===== src/hdl/fs4mdc_pkg.sv =====
package fs4mdc_pkg;

  localparam int RAW_W   = 8;
  localparam int SAMP_W  = 9;
  localparam int COEF_W  = 16;
  localparam int MUL_W   = 24;
  localparam int PROD_W  = 2 * MUL_W;
  localparam int ACC_W   = 62;
  localparam int FIR_W   = 18;
  localparam int FIR_SH  = 7;
  localparam int XSC_SH  = 6;
  localparam int MEM_W   = 36;
  localparam int HALF_SH = 18;
  localparam int NODE_SH = 22;
  localparam int Y_W     = MEM_W + 3;
  localparam int OUT_W   = 20;
  localparam int OUT_SH  = 6;

  localparam logic signed [MUL_W-1:0] B0_Q22     = 24'sd4150272;
  localparam logic signed [MUL_W-1:0] NEG_A1_Q22 = 24'sd8300032;
  localparam logic signed [MUL_W-1:0] NEG_A2_Q22 = -24'sd4106752;

  localparam logic signed [ACC_W-1:0] FIR_RND  = ACC_W'(1) <<< (FIR_SH - 1);
  localparam logic signed [ACC_W-1:0] NODE_RND = ACC_W'(1) <<< (NODE_SH - 1);
  localparam logic signed [Y_W-1:0]   OUT_RND  = Y_W'(1) <<< (OUT_SH - 1);

  typedef logic signed [SAMP_W-1:0] samp_t;
  typedef logic signed [MEM_W-1:0]  mem_t;

  typedef struct packed {
    logic en;
    logic clr;
    logic shl;
  } mac_ctl_t;

  typedef struct packed {
    logic take;
    logic push;
  } hist_ctl_t;

  function automatic logic signed [COEF_W-1:0] tap_coef(input logic [6:0] k);
    logic signed [COEF_W-1:0] c;
    unique case (k)
      7'd0:    c = -16'sd690;
      7'd1:    c = -16'sd3729;
      7'd2:    c = 16'sd571;
      7'd3:    c = 16'sd1625;
      7'd4:    c = 16'sd806;
      7'd5:    c = -16'sd2103;
      7'd6:    c = -16'sd2633;
      7'd7:    c = 16'sd2365;
      7'd8:    c = 16'sd10138;
      7'd9:    c = 16'sd13930;
      7'd10:   c = 16'sd10138;
      7'd11:   c = 16'sd2365;
      7'd12:   c = -16'sd2633;
      7'd13:   c = -16'sd2103;
      7'd14:   c = 16'sd806;
      7'd15:   c = 16'sd1625;
      7'd16:   c = 16'sd571;
      7'd17:   c = -16'sd3729;
      7'd18:   c = -16'sd690;
      default: c = '0;
    endcase
    return c;
  endfunction

endpackage


===== src/hdl/fs4mdc_if.sv =====
interface fs4mdc_in_if
  import fs4mdc_pkg::*;
();
  logic             valid;
  logic             ready;
  logic [RAW_W-1:0] sample_i;
  logic [RAW_W-1:0] sample_q;

  modport source (output valid, output sample_i, output sample_q, input ready);
  modport sink   (input valid, input sample_i, input sample_q, output ready);
endinterface

interface fs4mdc_out_if
  import fs4mdc_pkg::*;
();
  logic                    valid;
  logic                    ready;
  logic signed [OUT_W-1:0] out_i;
  logic signed [OUT_W-1:0] out_q;

  modport source (output valid, output out_i, output out_q, input ready);
  modport sink   (input valid, input out_i, input out_q, output ready);
endinterface


===== src/hdl/fs4mdc_mac.sv =====
module fs4mdc_mac
  import fs4mdc_pkg::*;
(
  input  logic                    clk,
  input  logic                    rst_n,
  input  mac_ctl_t                ctl,
  input  logic signed [MUL_W-1:0] a,
  input  logic signed [MUL_W-1:0] b,
  output logic signed [ACC_W-1:0] acc
);

  logic signed [PROD_W-1:0] prod_r;
  logic signed [PROD_W-1:0] prod_nxt;
  mac_ctl_t                 ctl_r;
  logic signed [ACC_W-1:0]  acc_r;
  logic signed [ACC_W-1:0]  acc_nxt;
  logic signed [ACC_W-1:0]  addend;
  logic signed [ACC_W-1:0]  base;

  assign prod_nxt = a * b;

  always_comb begin
    addend = ctl_r.shl ? (ACC_W'(prod_r) <<< HALF_SH) : ACC_W'(prod_r);
    base   = ctl_r.clr ? '0 : acc_r;
    acc_nxt = ctl_r.en ? base + addend : acc_r;
  end

  always_ff @(posedge clk) begin
    if (!rst_n) begin
      ctl_r <= '0;
    end else begin
      ctl_r <= ctl;
    end
  end

  always_ff @(posedge clk) begin
    prod_r <= prod_nxt;
    acc_r  <= acc_nxt;
  end

  assign acc = acc_r;

endmodule


===== src/hdl/fs4mdc_hist.sv =====
module fs4mdc_hist
  import fs4mdc_pkg::*;
#(
  parameter int DEPTH = 19,
  parameter int IW    = $clog2(DEPTH)
)
(
  input  logic             clk,
  input  logic             rst_n,
  input  hist_ctl_t        ctl,
  input  logic [RAW_W-1:0] raw_i,
  input  logic [RAW_W-1:0] raw_q,
  input  logic [IW-1:0]    rd_idx,
  output samp_t            rd_i,
  output samp_t            rd_q,
  output samp_t            new_i,
  output samp_t            new_q
);

  logic [1:0]       rot_r;
  logic [RAW_W-1:0] vi;
  logic [RAW_W-1:0] vq;
  samp_t            new_i_r;
  samp_t            new_q_r;
  samp_t            hi_r [DEPTH];
  samp_t            hq_r [DEPTH];

  always_comb begin
    unique case (rot_r)
      2'd0: begin
        vi = raw_i;
        vq = raw_q;
      end
      2'd1: begin
        vi = ~raw_q;
        vq = raw_i;
      end
      2'd2: begin
        vi = ~raw_i;
        vq = ~raw_q;
      end
      default: begin
        vi = raw_q;
        vq = ~raw_i;
      end
    endcase
  end

  always_ff @(posedge clk) begin
    if (!rst_n) begin
      rot_r <= '0;
    end else if (ctl.take) begin
      rot_r <= rot_r + 2'd1;
    end
  end

  // 2v-255: flip the top bit, append a one
  always_ff @(posedge clk) begin
    if (ctl.take) begin
      new_i_r <= {~vi[RAW_W-1], vi[RAW_W-2:0], 1'b1};
      new_q_r <= {~vq[RAW_W-1], vq[RAW_W-2:0], 1'b1};
    end
  end

  always_ff @(posedge clk) begin
    if (!rst_n) begin
      for (int k = 0; k < DEPTH; k++) begin
        hi_r[k] <= '0;
        hq_r[k] <= '0;
      end
    end else if (ctl.push) begin
      for (int k = 0; k < DEPTH - 1; k++) begin
        hi_r[k] <= hi_r[k+1];
        hq_r[k] <= hq_r[k+1];
      end
      hi_r[DEPTH-1] <= new_i_r;
      hq_r[DEPTH-1] <= new_q_r;
    end
  end

  assign rd_i  = hi_r[rd_idx];
  assign rd_q  = hq_r[rd_idx];
  assign new_i = new_i_r;
  assign new_q = new_q_r;

endmodule


===== src/hdl/fs4_mix_decimate_dc_block.sv =====
// channel | dir | payload                          | handshake
// in_ch   | in  | sample_i[7:0], sample_q[7:0]     | valid/ready
// out_ch  | out | out_i[19:0] s, out_q[19:0] s      | valid/ready
//
// A non-emitting item only enters the history. An emitting item is paced
// by the single 24x24 multiply-accumulate unit: TAPS FIR products and 5
// biquad partial products per component, I then Q.
// Reset (rst_n low, synchronous) clears history, biquad state and phases.
// A finished result waits in the output register; the block then takes new
// items, stalling only if a second result is ready before the first is taken.
module fs4_mix_decimate_dc_block
  import fs4mdc_pkg::*;
#(
  parameter int TAPS       = 20,
  parameter int DECIMATION = 4
)
(
  input  logic             clk,
  input  logic             rst_n,
  fs4mdc_in_if.sink        in_ch,
  fs4mdc_out_if.source     out_ch
);

  localparam int DEPTH = TAPS - 1;
  localparam int HW    = $clog2(DEPTH);
  localparam int KW    = $clog2(TAPS);
  localparam int DW    = (DECIMATION > 1) ? $clog2(DECIMATION) : 1;

  localparam logic [3:0] S_IDLE = 4'd0;
  localparam logic [3:0] S_PUSH = 4'd1;
  localparam logic [3:0] S_FIR  = 4'd2;
  localparam logic [3:0] S_FDRN = 4'd3;
  localparam logic [3:0] S_FRND = 4'd4;
  localparam logic [3:0] S_BQ   = 4'd5;
  localparam logic [3:0] S_BDRN = 4'd6;
  localparam logic [3:0] S_NODE = 4'd7;
  localparam logic [3:0] S_YSUM = 4'd8;
  localparam logic [3:0] S_OSAT = 4'd9;
  localparam logic [3:0] S_DONE = 4'd10;

  localparam logic signed [MEM_W-1:0] MEM_MAX = {1'b0, {(MEM_W-1){1'b1}}};
  localparam logic signed [MEM_W-1:0] MEM_MIN = {1'b1, {(MEM_W-1){1'b0}}};
  localparam logic signed [OUT_W-1:0] OUT_MAX = {1'b0, {(OUT_W-1){1'b1}}};
  localparam logic signed [OUT_W-1:0] OUT_MIN = {1'b1, {(OUT_W-1){1'b0}}};

  logic [3:0]              state_r;
  logic [3:0]              state_nxt;
  logic [KW-1:0]           k_r;
  logic [KW-1:0]           k_nxt;
  logic [2:0]              j_r;
  logic [2:0]              j_nxt;
  logic                    p_r;
  logic                    p_nxt;
  logic [DW-1:0]           dec_r;
  logic [DW-1:0]           dec_nxt;
  logic                    out_v_r;
  logic                    out_v_nxt;
  logic signed [OUT_W-1:0] out_i_r;
  logic signed [OUT_W-1:0] out_q_r;
  logic signed [OUT_W-1:0] res_r [2];
  logic signed [FIR_W-1:0] f_r;
  mem_t                    t_r;
  logic signed [Y_W-1:0]   y_r;
  mem_t                    m0_r [2];
  mem_t                    m1_r [2];

  logic                    in_acc;
  logic                    out_load;
  logic                    k_last;
  mac_ctl_t                mac_ctl;
  logic signed [MUL_W-1:0] mac_a;
  logic signed [MUL_W-1:0] mac_b;
  logic signed [ACC_W-1:0] acc;
  hist_ctl_t               hist_ctl;
  samp_t                   rd_i;
  samp_t                   rd_q;
  samp_t                   new_i;
  samp_t                   new_q;
  samp_t                   tap_data;
  mem_t                    m0_cur;
  mem_t                    m1_cur;
  logic signed [ACC_W-1:0] fir_sum;
  logic signed [ACC_W-1:0] node_sum;
  mem_t                    node_sat;
  logic signed [Y_W-1:0]   out_sum;
  logic signed [OUT_W-1:0] out_sat;

  assign in_ch.ready = (state_r == S_IDLE);
  assign in_acc      = in_ch.valid && in_ch.ready;
  assign out_load    = (state_r == S_DONE) && (!out_v_r || out_ch.ready);
  assign k_last      = (k_r == KW'(TAPS - 1));
  assign m0_cur      = m0_r[p_r];
  assign m1_cur      = m1_r[p_r];

  assign hist_ctl.take = in_acc;
  assign hist_ctl.push = (state_r == S_PUSH) || out_load;

  fs4mdc_hist #(
    .DEPTH (DEPTH)
  ) u_hist (
    .clk    (clk),
    .rst_n  (rst_n),
    .ctl    (hist_ctl),
    .raw_i  (in_ch.sample_i),
    .raw_q  (in_ch.sample_q),
    .rd_idx (k_r[HW-1:0]),
    .rd_i   (rd_i),
    .rd_q   (rd_q),
    .new_i  (new_i),
    .new_q  (new_q)
  );

  fs4mdc_mac u_mac (
    .clk   (clk),
    .rst_n (rst_n),
    .ctl   (mac_ctl),
    .a     (mac_a),
    .b     (mac_b),
    .acc   (acc)
  );

  always_comb begin
    if (k_last) begin
      tap_data = p_r ? new_q : new_i;
    end else begin
      tap_data = p_r ? rd_q : rd_i;
    end
  end

  always_comb begin
    mac_ctl = '0;
    mac_a   = '0;
    mac_b   = '0;
    if (state_r == S_FIR) begin
      mac_ctl.en  = 1'b1;
      mac_ctl.clr = (k_r == '0);
      mac_a       = MUL_W'(tap_coef(7'(k_r)));
      mac_b       = MUL_W'(tap_data);
    end else if (state_r == S_BQ) begin
      mac_ctl.en  = 1'b1;
      mac_ctl.clr = (j_r == 3'd0);
      mac_ctl.shl = (j_r == 3'd1) || (j_r == 3'd3);
      priority case (j_r)
        3'd0: begin
          mac_a = B0_Q22;
          mac_b = {f_r, {XSC_SH{1'b0}}};
        end
        3'd1: begin
          mac_a = NEG_A1_Q22;
          mac_b = {{(MUL_W-MEM_W+HALF_SH){m0_cur[MEM_W-1]}}, m0_cur[MEM_W-1:HALF_SH]};
        end
        3'd2: begin
          mac_a = NEG_A1_Q22;
          mac_b = {{(MUL_W-HALF_SH){1'b0}}, m0_cur[HALF_SH-1:0]};
        end
        3'd3: begin
          mac_a = NEG_A2_Q22;
          mac_b = {{(MUL_W-MEM_W+HALF_SH){m1_cur[MEM_W-1]}}, m1_cur[MEM_W-1:HALF_SH]};
        end
        default: begin
          mac_a = NEG_A2_Q22;
          mac_b = {{(MUL_W-HALF_SH){1'b0}}, m1_cur[HALF_SH-1:0]};
        end
      endcase
    end
  end

  always_comb begin
    fir_sum  = (acc + FIR_RND) >>> FIR_SH;
    node_sum = (acc + NODE_RND) >>> NODE_SH;
    if ((&node_sum[ACC_W-1:MEM_W-1]) || !(|node_sum[ACC_W-1:MEM_W-1])) begin
      node_sat = node_sum[MEM_W-1:0];
    end else begin
      node_sat = node_sum[ACC_W-1] ? MEM_MIN : MEM_MAX;
    end
    out_sum = (y_r + OUT_RND) >>> OUT_SH;
    if ((&out_sum[Y_W-1:OUT_W-1]) || !(|out_sum[Y_W-1:OUT_W-1])) begin
      out_sat = out_sum[OUT_W-1:0];
    end else begin
      out_sat = out_sum[Y_W-1] ? OUT_MIN : OUT_MAX;
    end
  end

  always_comb begin
    state_nxt = state_r;
    k_nxt     = k_r;
    j_nxt     = j_r;
    p_nxt     = p_r;
    dec_nxt   = dec_r;
    out_v_nxt = out_v_r;
    if (out_v_r && out_ch.ready) begin
      out_v_nxt = 1'b0;
    end
    unique case (state_r)
      S_IDLE: begin
        if (in_acc) begin
          dec_nxt = (dec_r == DW'(DECIMATION - 1)) ? '0 : dec_r + DW'(1);
          if (dec_r == '0) begin
            state_nxt = S_FIR;
            k_nxt     = '0;
            p_nxt     = 1'b0;
          end else begin
            state_nxt = S_PUSH;
          end
        end
      end
      S_PUSH: begin
        state_nxt = S_IDLE;
      end
      S_FIR: begin
        if (k_last) begin
          state_nxt = S_FDRN;
        end else begin
          k_nxt = k_r + KW'(1);
        end
      end
      S_FDRN: begin
        state_nxt = S_FRND;
      end
      S_FRND: begin
        state_nxt = S_BQ;
        j_nxt     = '0;
      end
      S_BQ: begin
        if (j_r == 3'd4) begin
          state_nxt = S_BDRN;
        end else begin
          j_nxt = j_r + 3'd1;
        end
      end
      S_BDRN: begin
        state_nxt = S_NODE;
      end
      S_NODE: begin
        state_nxt = S_YSUM;
      end
      S_YSUM: begin
        state_nxt = S_OSAT;
      end
      S_OSAT: begin
        if (!p_r) begin
          p_nxt     = 1'b1;
          k_nxt     = '0;
          state_nxt = S_FIR;
        end else begin
          state_nxt = S_DONE;
        end
      end
      S_DONE: begin
        if (out_load) begin
          out_v_nxt = 1'b1;
          state_nxt = S_IDLE;
        end
      end
      default: begin
        state_nxt = S_IDLE;
      end
    endcase
  end

  always_ff @(posedge clk) begin
    if (!rst_n) begin
      state_r <= S_IDLE;
      k_r     <= '0;
      j_r     <= '0;
      p_r     <= 1'b0;
      dec_r   <= '0;
      out_v_r <= 1'b0;
      for (int p = 0; p < 2; p++) begin
        m0_r[p] <= '0;
        m1_r[p] <= '0;
      end
    end else begin
      state_r <= state_nxt;
      k_r     <= k_nxt;
      j_r     <= j_nxt;
      p_r     <= p_nxt;
      dec_r   <= dec_nxt;
      out_v_r <= out_v_nxt;
      if (state_r == S_YSUM) begin
        m1_r[p_r] <= m0_cur;
        m0_r[p_r] <= t_r;
      end
    end
  end

  always_ff @(posedge clk) begin
    if (state_r == S_FRND) begin
      f_r <= fir_sum[FIR_W-1:0];
    end
    if (state_r == S_NODE) begin
      t_r <= node_sat;
    end
    if (state_r == S_YSUM) begin
      y_r <= Y_W'(t_r) - (Y_W'(m0_cur) <<< 1) + Y_W'(m1_cur);
    end
    if (state_r == S_OSAT) begin
      res_r[p_r] <= out_sat;
    end
    if (out_load) begin
      out_i_r <= res_r[0];
      out_q_r <= res_r[1];
    end
  end

  assign out_ch.valid = out_v_r;
  assign out_ch.out_i = out_i_r;
  assign out_ch.out_q = out_q_r;

endmodule

===== src/flat_wrapper.sv =====
// flat-port wrapper written by rule: the top's interface ports become plain ports
module fs4_mix_decimate_dc_block_flat import fs4mdc_pkg::*;
#(
  parameter int TAPS       = 20,
  parameter int DECIMATION = 4
)
  (clk, rst_n, in_ch_valid, in_ch_sample_i, in_ch_sample_q, in_ch_ready, out_ch_valid, out_ch_out_i, out_ch_out_q, out_ch_ready);
  fs4mdc_in_if in_ch_i ();
  fs4mdc_out_if out_ch_i ();
  input  logic clk;
  input  logic rst_n;
  input wire logic [$bits(in_ch_i.valid)-1:0] in_ch_valid;
  input wire logic [$bits(in_ch_i.sample_i)-1:0] in_ch_sample_i;
  input wire logic [$bits(in_ch_i.sample_q)-1:0] in_ch_sample_q;
  output wire logic [$bits(in_ch_i.ready)-1:0] in_ch_ready;
  output wire logic [$bits(out_ch_i.valid)-1:0] out_ch_valid;
  output wire logic [$bits(out_ch_i.out_i)-1:0] out_ch_out_i;
  output wire logic [$bits(out_ch_i.out_q)-1:0] out_ch_out_q;
  input wire logic [$bits(out_ch_i.ready)-1:0] out_ch_ready;
  assign in_ch_i.valid = in_ch_valid;
  assign in_ch_i.sample_i = in_ch_sample_i;
  assign in_ch_i.sample_q = in_ch_sample_q;
  assign in_ch_ready = in_ch_i.ready;
  assign out_ch_valid = out_ch_i.valid;
  assign out_ch_out_i = out_ch_i.out_i;
  assign out_ch_out_q = out_ch_i.out_q;
  assign out_ch_i.ready = out_ch_ready;
  fs4_mix_decimate_dc_block #(.TAPS(TAPS), .DECIMATION(DECIMATION)) u_core (.clk(clk), .rst_n(rst_n), .in_ch(in_ch_i), .out_ch(out_ch_i));
endmodule

===== config.mk =====
export PLATFORM = sky130hd
export DESIGN_NAME = fs4_mix_decimate_dc_block_flat
export DESIGN_NICKNAME = d
export VERILOG_FILES = /design/src/hdl/fs4mdc_pkg.sv /design/src/hdl/fs4mdc_if.sv /design/src/hdl/fs4mdc_mac.sv /design/src/hdl/fs4mdc_hist.sv /design/src/hdl/fs4_mix_decimate_dc_block.sv /design/src/flat_wrapper.sv
export SDC_FILE = /design/constraint.sdc
export NUM_CORES = 2
export LEC_CHECK = 0
export BUFFER_PORTS_ARGS = -buffer_cell sky130_fd_sc_hd__buf_2
export CAP_MARGIN = 10
export CORE_MARGIN = 10
export CORE_UTILIZATION = 55
export DETAILED_ROUTE_END_ITERATION = 8
export PLACE_DENSITY_LB_ADDON = 0.25
export SLEW_MARGIN = 20
export SYNTH_ARGS = -nofsm -noshare
export SYNTH_HDL_FRONTEND = slang
export SYNTH_SLANG_ARGS = --single-unit

===== constraint.sdc =====
create_clock -name clk -period 9.5 [get_ports clk]
set_input_delay 0.475 -clock clk [delete_from_list [all_inputs] [get_ports clk]]
set_output_delay 0.475 -clock clk [all_outputs]
set_load 0.1 [all_outputs]

==> impl.org <==
** Clock tree
- Clock root buffer master :: sky130_fd_sc_hd__clkbuf_16
- Clock-pin slew on the worst setup and hold paths :: 0.07 ns
- The clock passes through at most 3 buffers.
- H-tree depth reported by CTS :: 3
- Buffers inserted during clock tree synthesis total between 80 and 90.
- For this design, the sink count on the clock tree is ~800.
- Clk Latency, worst-skew pair :: about 0.65 ns
- TritonCTS built the clock tree.

** Layout
- Fill cells in the final layout number 9021.
- Leaving out fill and tap cells, the most frequent cell in the layout is sky130_fd_sc_hd__inv_1.
- Area of the multi-input gates :: between 30000 and 40000 um2
- Registers take approximately 23000 um2.
- Fraction of layout instances using a drive strength above 1 :: 10.5%
- Layout Utilization :: 60.7%
- Relative to the synthesized area, the layout overhead comes to 9.15%.
- The count of cells in the finished layout, fillers not included, comes to 7250.
- Leaving out fill and tap cells, the most frequent cells in the layout are 894 x sky130_fd_sc_hd__inv_1, 713 x sky130_fd_sc_hd__edfxtp_1, 626 x sky130_fd_sc_hd__fa_1.
- In the final design database the tool counted 6593 nets.

** Routing
- DRT iter0 DRCs :: roughly 3.2k
- Pre-Repair DR Iteration Count :: 6
- For this block, the routed nets add up to 148 mm of wire.
- Via count :: 40.8k
- In the routed design, unresolved DRC markers number 0.
- Number of routed nets with antenna violations :: 0
- Via/cell ratio :: 5.62
- Routed wire per std cell :: 20.4 um

** STA
- The max-slew violation total from the final report is 0.
- On the final layout, the worst clock skew is 0.0295 ns.
- The worst path in the final design needs a cycle of 9.18 ns, including I/O delays and setup.
- Once routing completed, OpenROAD measured the worst setup slack at approximately 0.32 ns.
- Post-route fraction of the period consumed by the critical path :: around 97%
- For the pin with the worst max-slew slack, the measured transition is 1.12 ns.
- Derived from the worst setup path, the maximum achievable clock frequency is between 100 and 150 MHz.
- The number of failing hold endpoints at the final stage was 0.
- Setup violations remaining at the end of the flow were counted as 0.
- Max-Slew Margin vs Limit :: 25.3%
- Final hold analysis gives a worst-case slack of 0.167 ns.

** Logic synthesis
- Synthesized net count :: 6505
- Cells after synthesis :: 5601
- Syn_area_per_cell :: 11.0 um2
- Count of flip-flops with a built-in enable after synthesis :: about 710
- After synthesis, the share of flip-flops with an asynchronous set or reset is 0%.
- Post-synthesis cell type count :: 97
- Total of flip-flops plus latches after synthesis :: 803
- Netlist area before placement :: 61700 um2
- Yosys printed 0 warnings.
- The most used flip-flop cell after synthesis is sky130_fd_sc_hd__edfxtp_1.
- Sequential area share after synthesis :: 37.6%

** Setup path
- At the worst endpoint, the arrival time is 9.70 ns.
- Worst-path cell with the longest stage delay :: sky130_fd_sc_hd__fa_1
- Data required time at the worst endpoint :: 10.02 ns
- Startpoint types :: register
- The largest single stage delay on the critical path is 0.55 ns.
- In this run the worst path has a maximum fanout of 10.
- Nature of the critical path endpoint :: register
- Type of the setup path with the least slack :: register to register

** Pwr
- Per report_power, the clock group accounts for 23.7% of the total.
- Switching fraction of total power :: 37.9%
- Summed over all cells, the static leakage comes to just under 30 nW.
- Power per cell area :: 210 nW/um2
- The internal power of the cells totals 8.75 mW.
- Summed over all nets, the switching power comes to about 5.4 mW.
- In this run, the combinational gates consume a little over two fifths of the power.
- Max rail drop VDD :: 0.163 mV
- Sequential cells account for around a third of the total power.
- The design draws 14.1 mW.

** Place
- At the placement stage, the worst setup path has a slack of 0.0997 ns.
- The HPWL after detailed placement is 114 mm.
- The congestion estimate from routability-driven global placement came to 0.935.
- Input and output buffers added on the ports amount to 61.
- Number of placed cells counting well taps :: 7073

** Global routing
- The initial antenna violation count was 6.
- The number of global-route vias before repair came to 42.1k.
- Total overflow reported by the global router :: 0
- The first global-routing pass estimated 237 mm of wire.
- Pin count of the biggest net entering global routing :: between 300 and 400
- Global routing used 23.7% of the available tracks across all layers.

** Floorplanning
- Number of I/O pins :: 62
- Die boundary height :: between 300 and 400 um
- Std cell rows :: around 120
- In this run the horizontal extent of the chip is 355 um.
- The core region is 111000 um2.
- For this configuration, the core starts out at a cell density of 55.6%.
- Die Outline Area :: around 130000 um2

** Min path
- The path class of the tightest hold or removal check is input pin to register.

** Job
- Max-cap viol count :: 0

** Outcome
- The flow ran to the end, and the final reports show no timing, DRC or antenna violations.
[layer usage]
metal / wire length (um) / GRT usage, %
met1: 62700 / 32.5
met5: 27 / 0
met3: 10400 / 3.63
met2: 70400 / 38.7
met4: 4760 / 7.39
[worst max-delay path, delay by kind of cell (launching register included)]
| kind | cells | cell delay, ns |
|---|---|---|
| buffers and inverters | 10 | 0.84 |
| DFF | 1 | 0.43 |
| and+or+nand+nor | 1 | 0.06 |
| AOI/OAI and AO/OA | 11 | 2.42 |
| muxes | 3 | 1.17 |
| xor gates and xnor gates | 1 | 0.14 |
| adders and majority gates | 8 | 3.98 |
[synthesized netlist by cell type (6+ instances only)]
| cell | n | area (um2) |
|---|---|---|
| sky130_fd_sc_hd__inv_1 | 895 | 3360 |
| sky130_fd_sc_hd__edfxtp_1 | 713 | 21400 |
| sky130_fd_sc_hd__fa_1 | 626 | 12500 |
| sky130_fd_sc_hd__nand2_1 | 461 | 1730 |
| sky130_fd_sc_hd__and2_1 | 405 | 2530 |
| sky130_fd_sc_hd__nor2_1 | 343 | 1290 |
| sky130_fd_sc_hd__ha_1 | 258 | 3230 |
| sky130_fd_sc_hd__a21oi_1 | 184 | 921 |
| sky130_fd_sc_hd__clkbuf_1 | 177 | 664 |
| sky130_fd_sc_hd__o21ai_0 | 152 | 761 |
| sky130_fd_sc_hd__xnor2_1 | 124 | 1090 |
| sky130_fd_sc_hd__mux2i_1 | 119 | 1190 |
| sky130_fd_sc_hd__nor2b_1 | 113 | 707 |
| sky130_fd_sc_hd__mux4_2 | 93 | 2090 |
| sky130_fd_sc_hd__dfxtp_1 | 90 | 1800 |
| sky130_fd_sc_hd__xor2_1 | 89 | 780 |
| sky130_fd_sc_hd__nand3_1 | 80 | 400 |
| sky130_fd_sc_hd__a21o_1 | 66 | 495 |
| sky130_fd_sc_hd__mux2_2 | 59 | 664 |
| sky130_fd_sc_hd__nor3_1 | 58 | 290 |
| sky130_fd_sc_hd__a211oi_1 | 40 | 300 |
| sky130_fd_sc_hd__o21a_1 | 35 | 263 |
| sky130_fd_sc_hd__nand2b_1 | 33 | 206 |
| sky130_fd_sc_hd__and3_1 | 30 | 188 |
| sky130_fd_sc_hd__nand4_1 | 30 | 188 |
| sky130_fd_sc_hd__o21bai_1 | 26 | 195 |
| sky130_fd_sc_hd__buf_2 | 24 | 120 |
| sky130_fd_sc_hd__o211ai_1 | 23 | 173 |
| sky130_fd_sc_hd__a31oi_1 | 20 | 125 |
| sky130_fd_sc_hd__buf_1 | 16 | 60.1 |
| sky130_fd_sc_hd__or2_2 | 13 | 81.3 |
| sky130_fd_sc_hd__o22ai_1 | 11 | 68.8 |
| sky130_fd_sc_hd__a211o_1 | 10 | 87.6 |
| sky130_fd_sc_hd__and4_1 | 10 | 87.6 |
| sky130_fd_sc_hd__o21ai_1 | 10 | 50.1 |
| sky130_fd_sc_hd__o31ai_1 | 8 | 60.1 |
| sky130_fd_sc_hd__nor4_1 | 7 | 43.8 |
| sky130_fd_sc_hd__a21boi_2 | 6 | 67.6 |
| sky130_fd_sc_hd__a311oi_1 | 6 | 52.6 |
| sky130_fd_sc_hd__nand2_2 | 6 | 37.5 |
| sky130_fd_sc_hd__o31a_1 | 6 | 52.6 |
[kinds of logic after synthesis]
logic type	after synthesis	synth area share, %
adder cells (fa/ha/maj)	884	25.6
flip-flops	803	37.6
multiplexers	272	6.42
AO/OA/AOI/OAI	686	7.27
XOR/XNOR	213	3.02
AND/OR/NAND/NOR	1619	13.1
buffers and inverters	1124	6.97
[path summary, 6_finish.rpt]
kind	from	to	slack [ns]	depth (start not counted)
min reg2reg	u_core.res_r[0][17]	out_ch_out_i[17]	0.42	0
min	in_ch_sample_i[6]	u_core.u_hist.new_q[7]	0.17	2
max reg2reg	register	u_core.u_mac.prod_r[45]	0.32	34
max	register	u_core.u_mac.prod_r[45]	0.32	34
[flip-flops by register name, summed over array words and instances, names as in the netlist, named ones only]
register,flops
out_ch_out_i,20
out_ch_out_q,20
u_core.dec_r,2
u_core.f_r,18
u_core.j_r,3
u_core.k_r,5
u_core.m0_r,72
u_core.m1_r,72
u_core.out_ch.valid,1
u_core.p_r,1
u_core.res_r,40
u_core.state_r,4
u_core.t_r,36
u_core.u_hist.hi_r,161
u_core.u_hist.hq_r,162
u_core.u_hist.new_i,8
u_core.u_hist.new_q,8
u_core.u_hist.rot_r,2
u_core.u_mac.acc,62
u_core.u_mac.ctl_r,3
u_core.u_mac.prod_r,48
u_core.y_r,34
[layout make-up]
class / instances / share of cell area (%)
Sequential cell: 803 / 34.5
Clock inverter: 54 / 0.816
Antenna cell: 6 / 0.0223
Inverter: 898 / 5.01
Tap cell: 1488 / 2.77
Timing Repair Buffer: 229 / 2.55
Multi-Input combinational cell: 3674 / 51.1
Clock buffer: 98 / 3.28
[metrics by stage]
stage	cell area, um2	TNS, ns
floorplan	61700	0
global placement	64200	0
detailed placement	64200	0
CTS	67000	0
global route	67300	-0.0118
finish	67300	0
[power by group through the flow]
stage | clock network, mW | registers (mW) | logic (mW)
CTS | 3.39 | 4.61 | 6.07
global route | 3.54 | 4.64 | 6.85
finish | 3.34 | 4.62 | 6.15
floorplan | 0 | 4.55 | 4.41
detailed placement | 0 | 4.68 | 6.03
global placement | 0 | 4.68 | 5.93
[what timing repair did]
action,CTS,global route
hold buffers,0,0
buffers inserted,0,18
endpoints found under the setup margin,0,16
gates resized for setup,0,23
No activity file was read; power rests on OpenSTA's default activity.
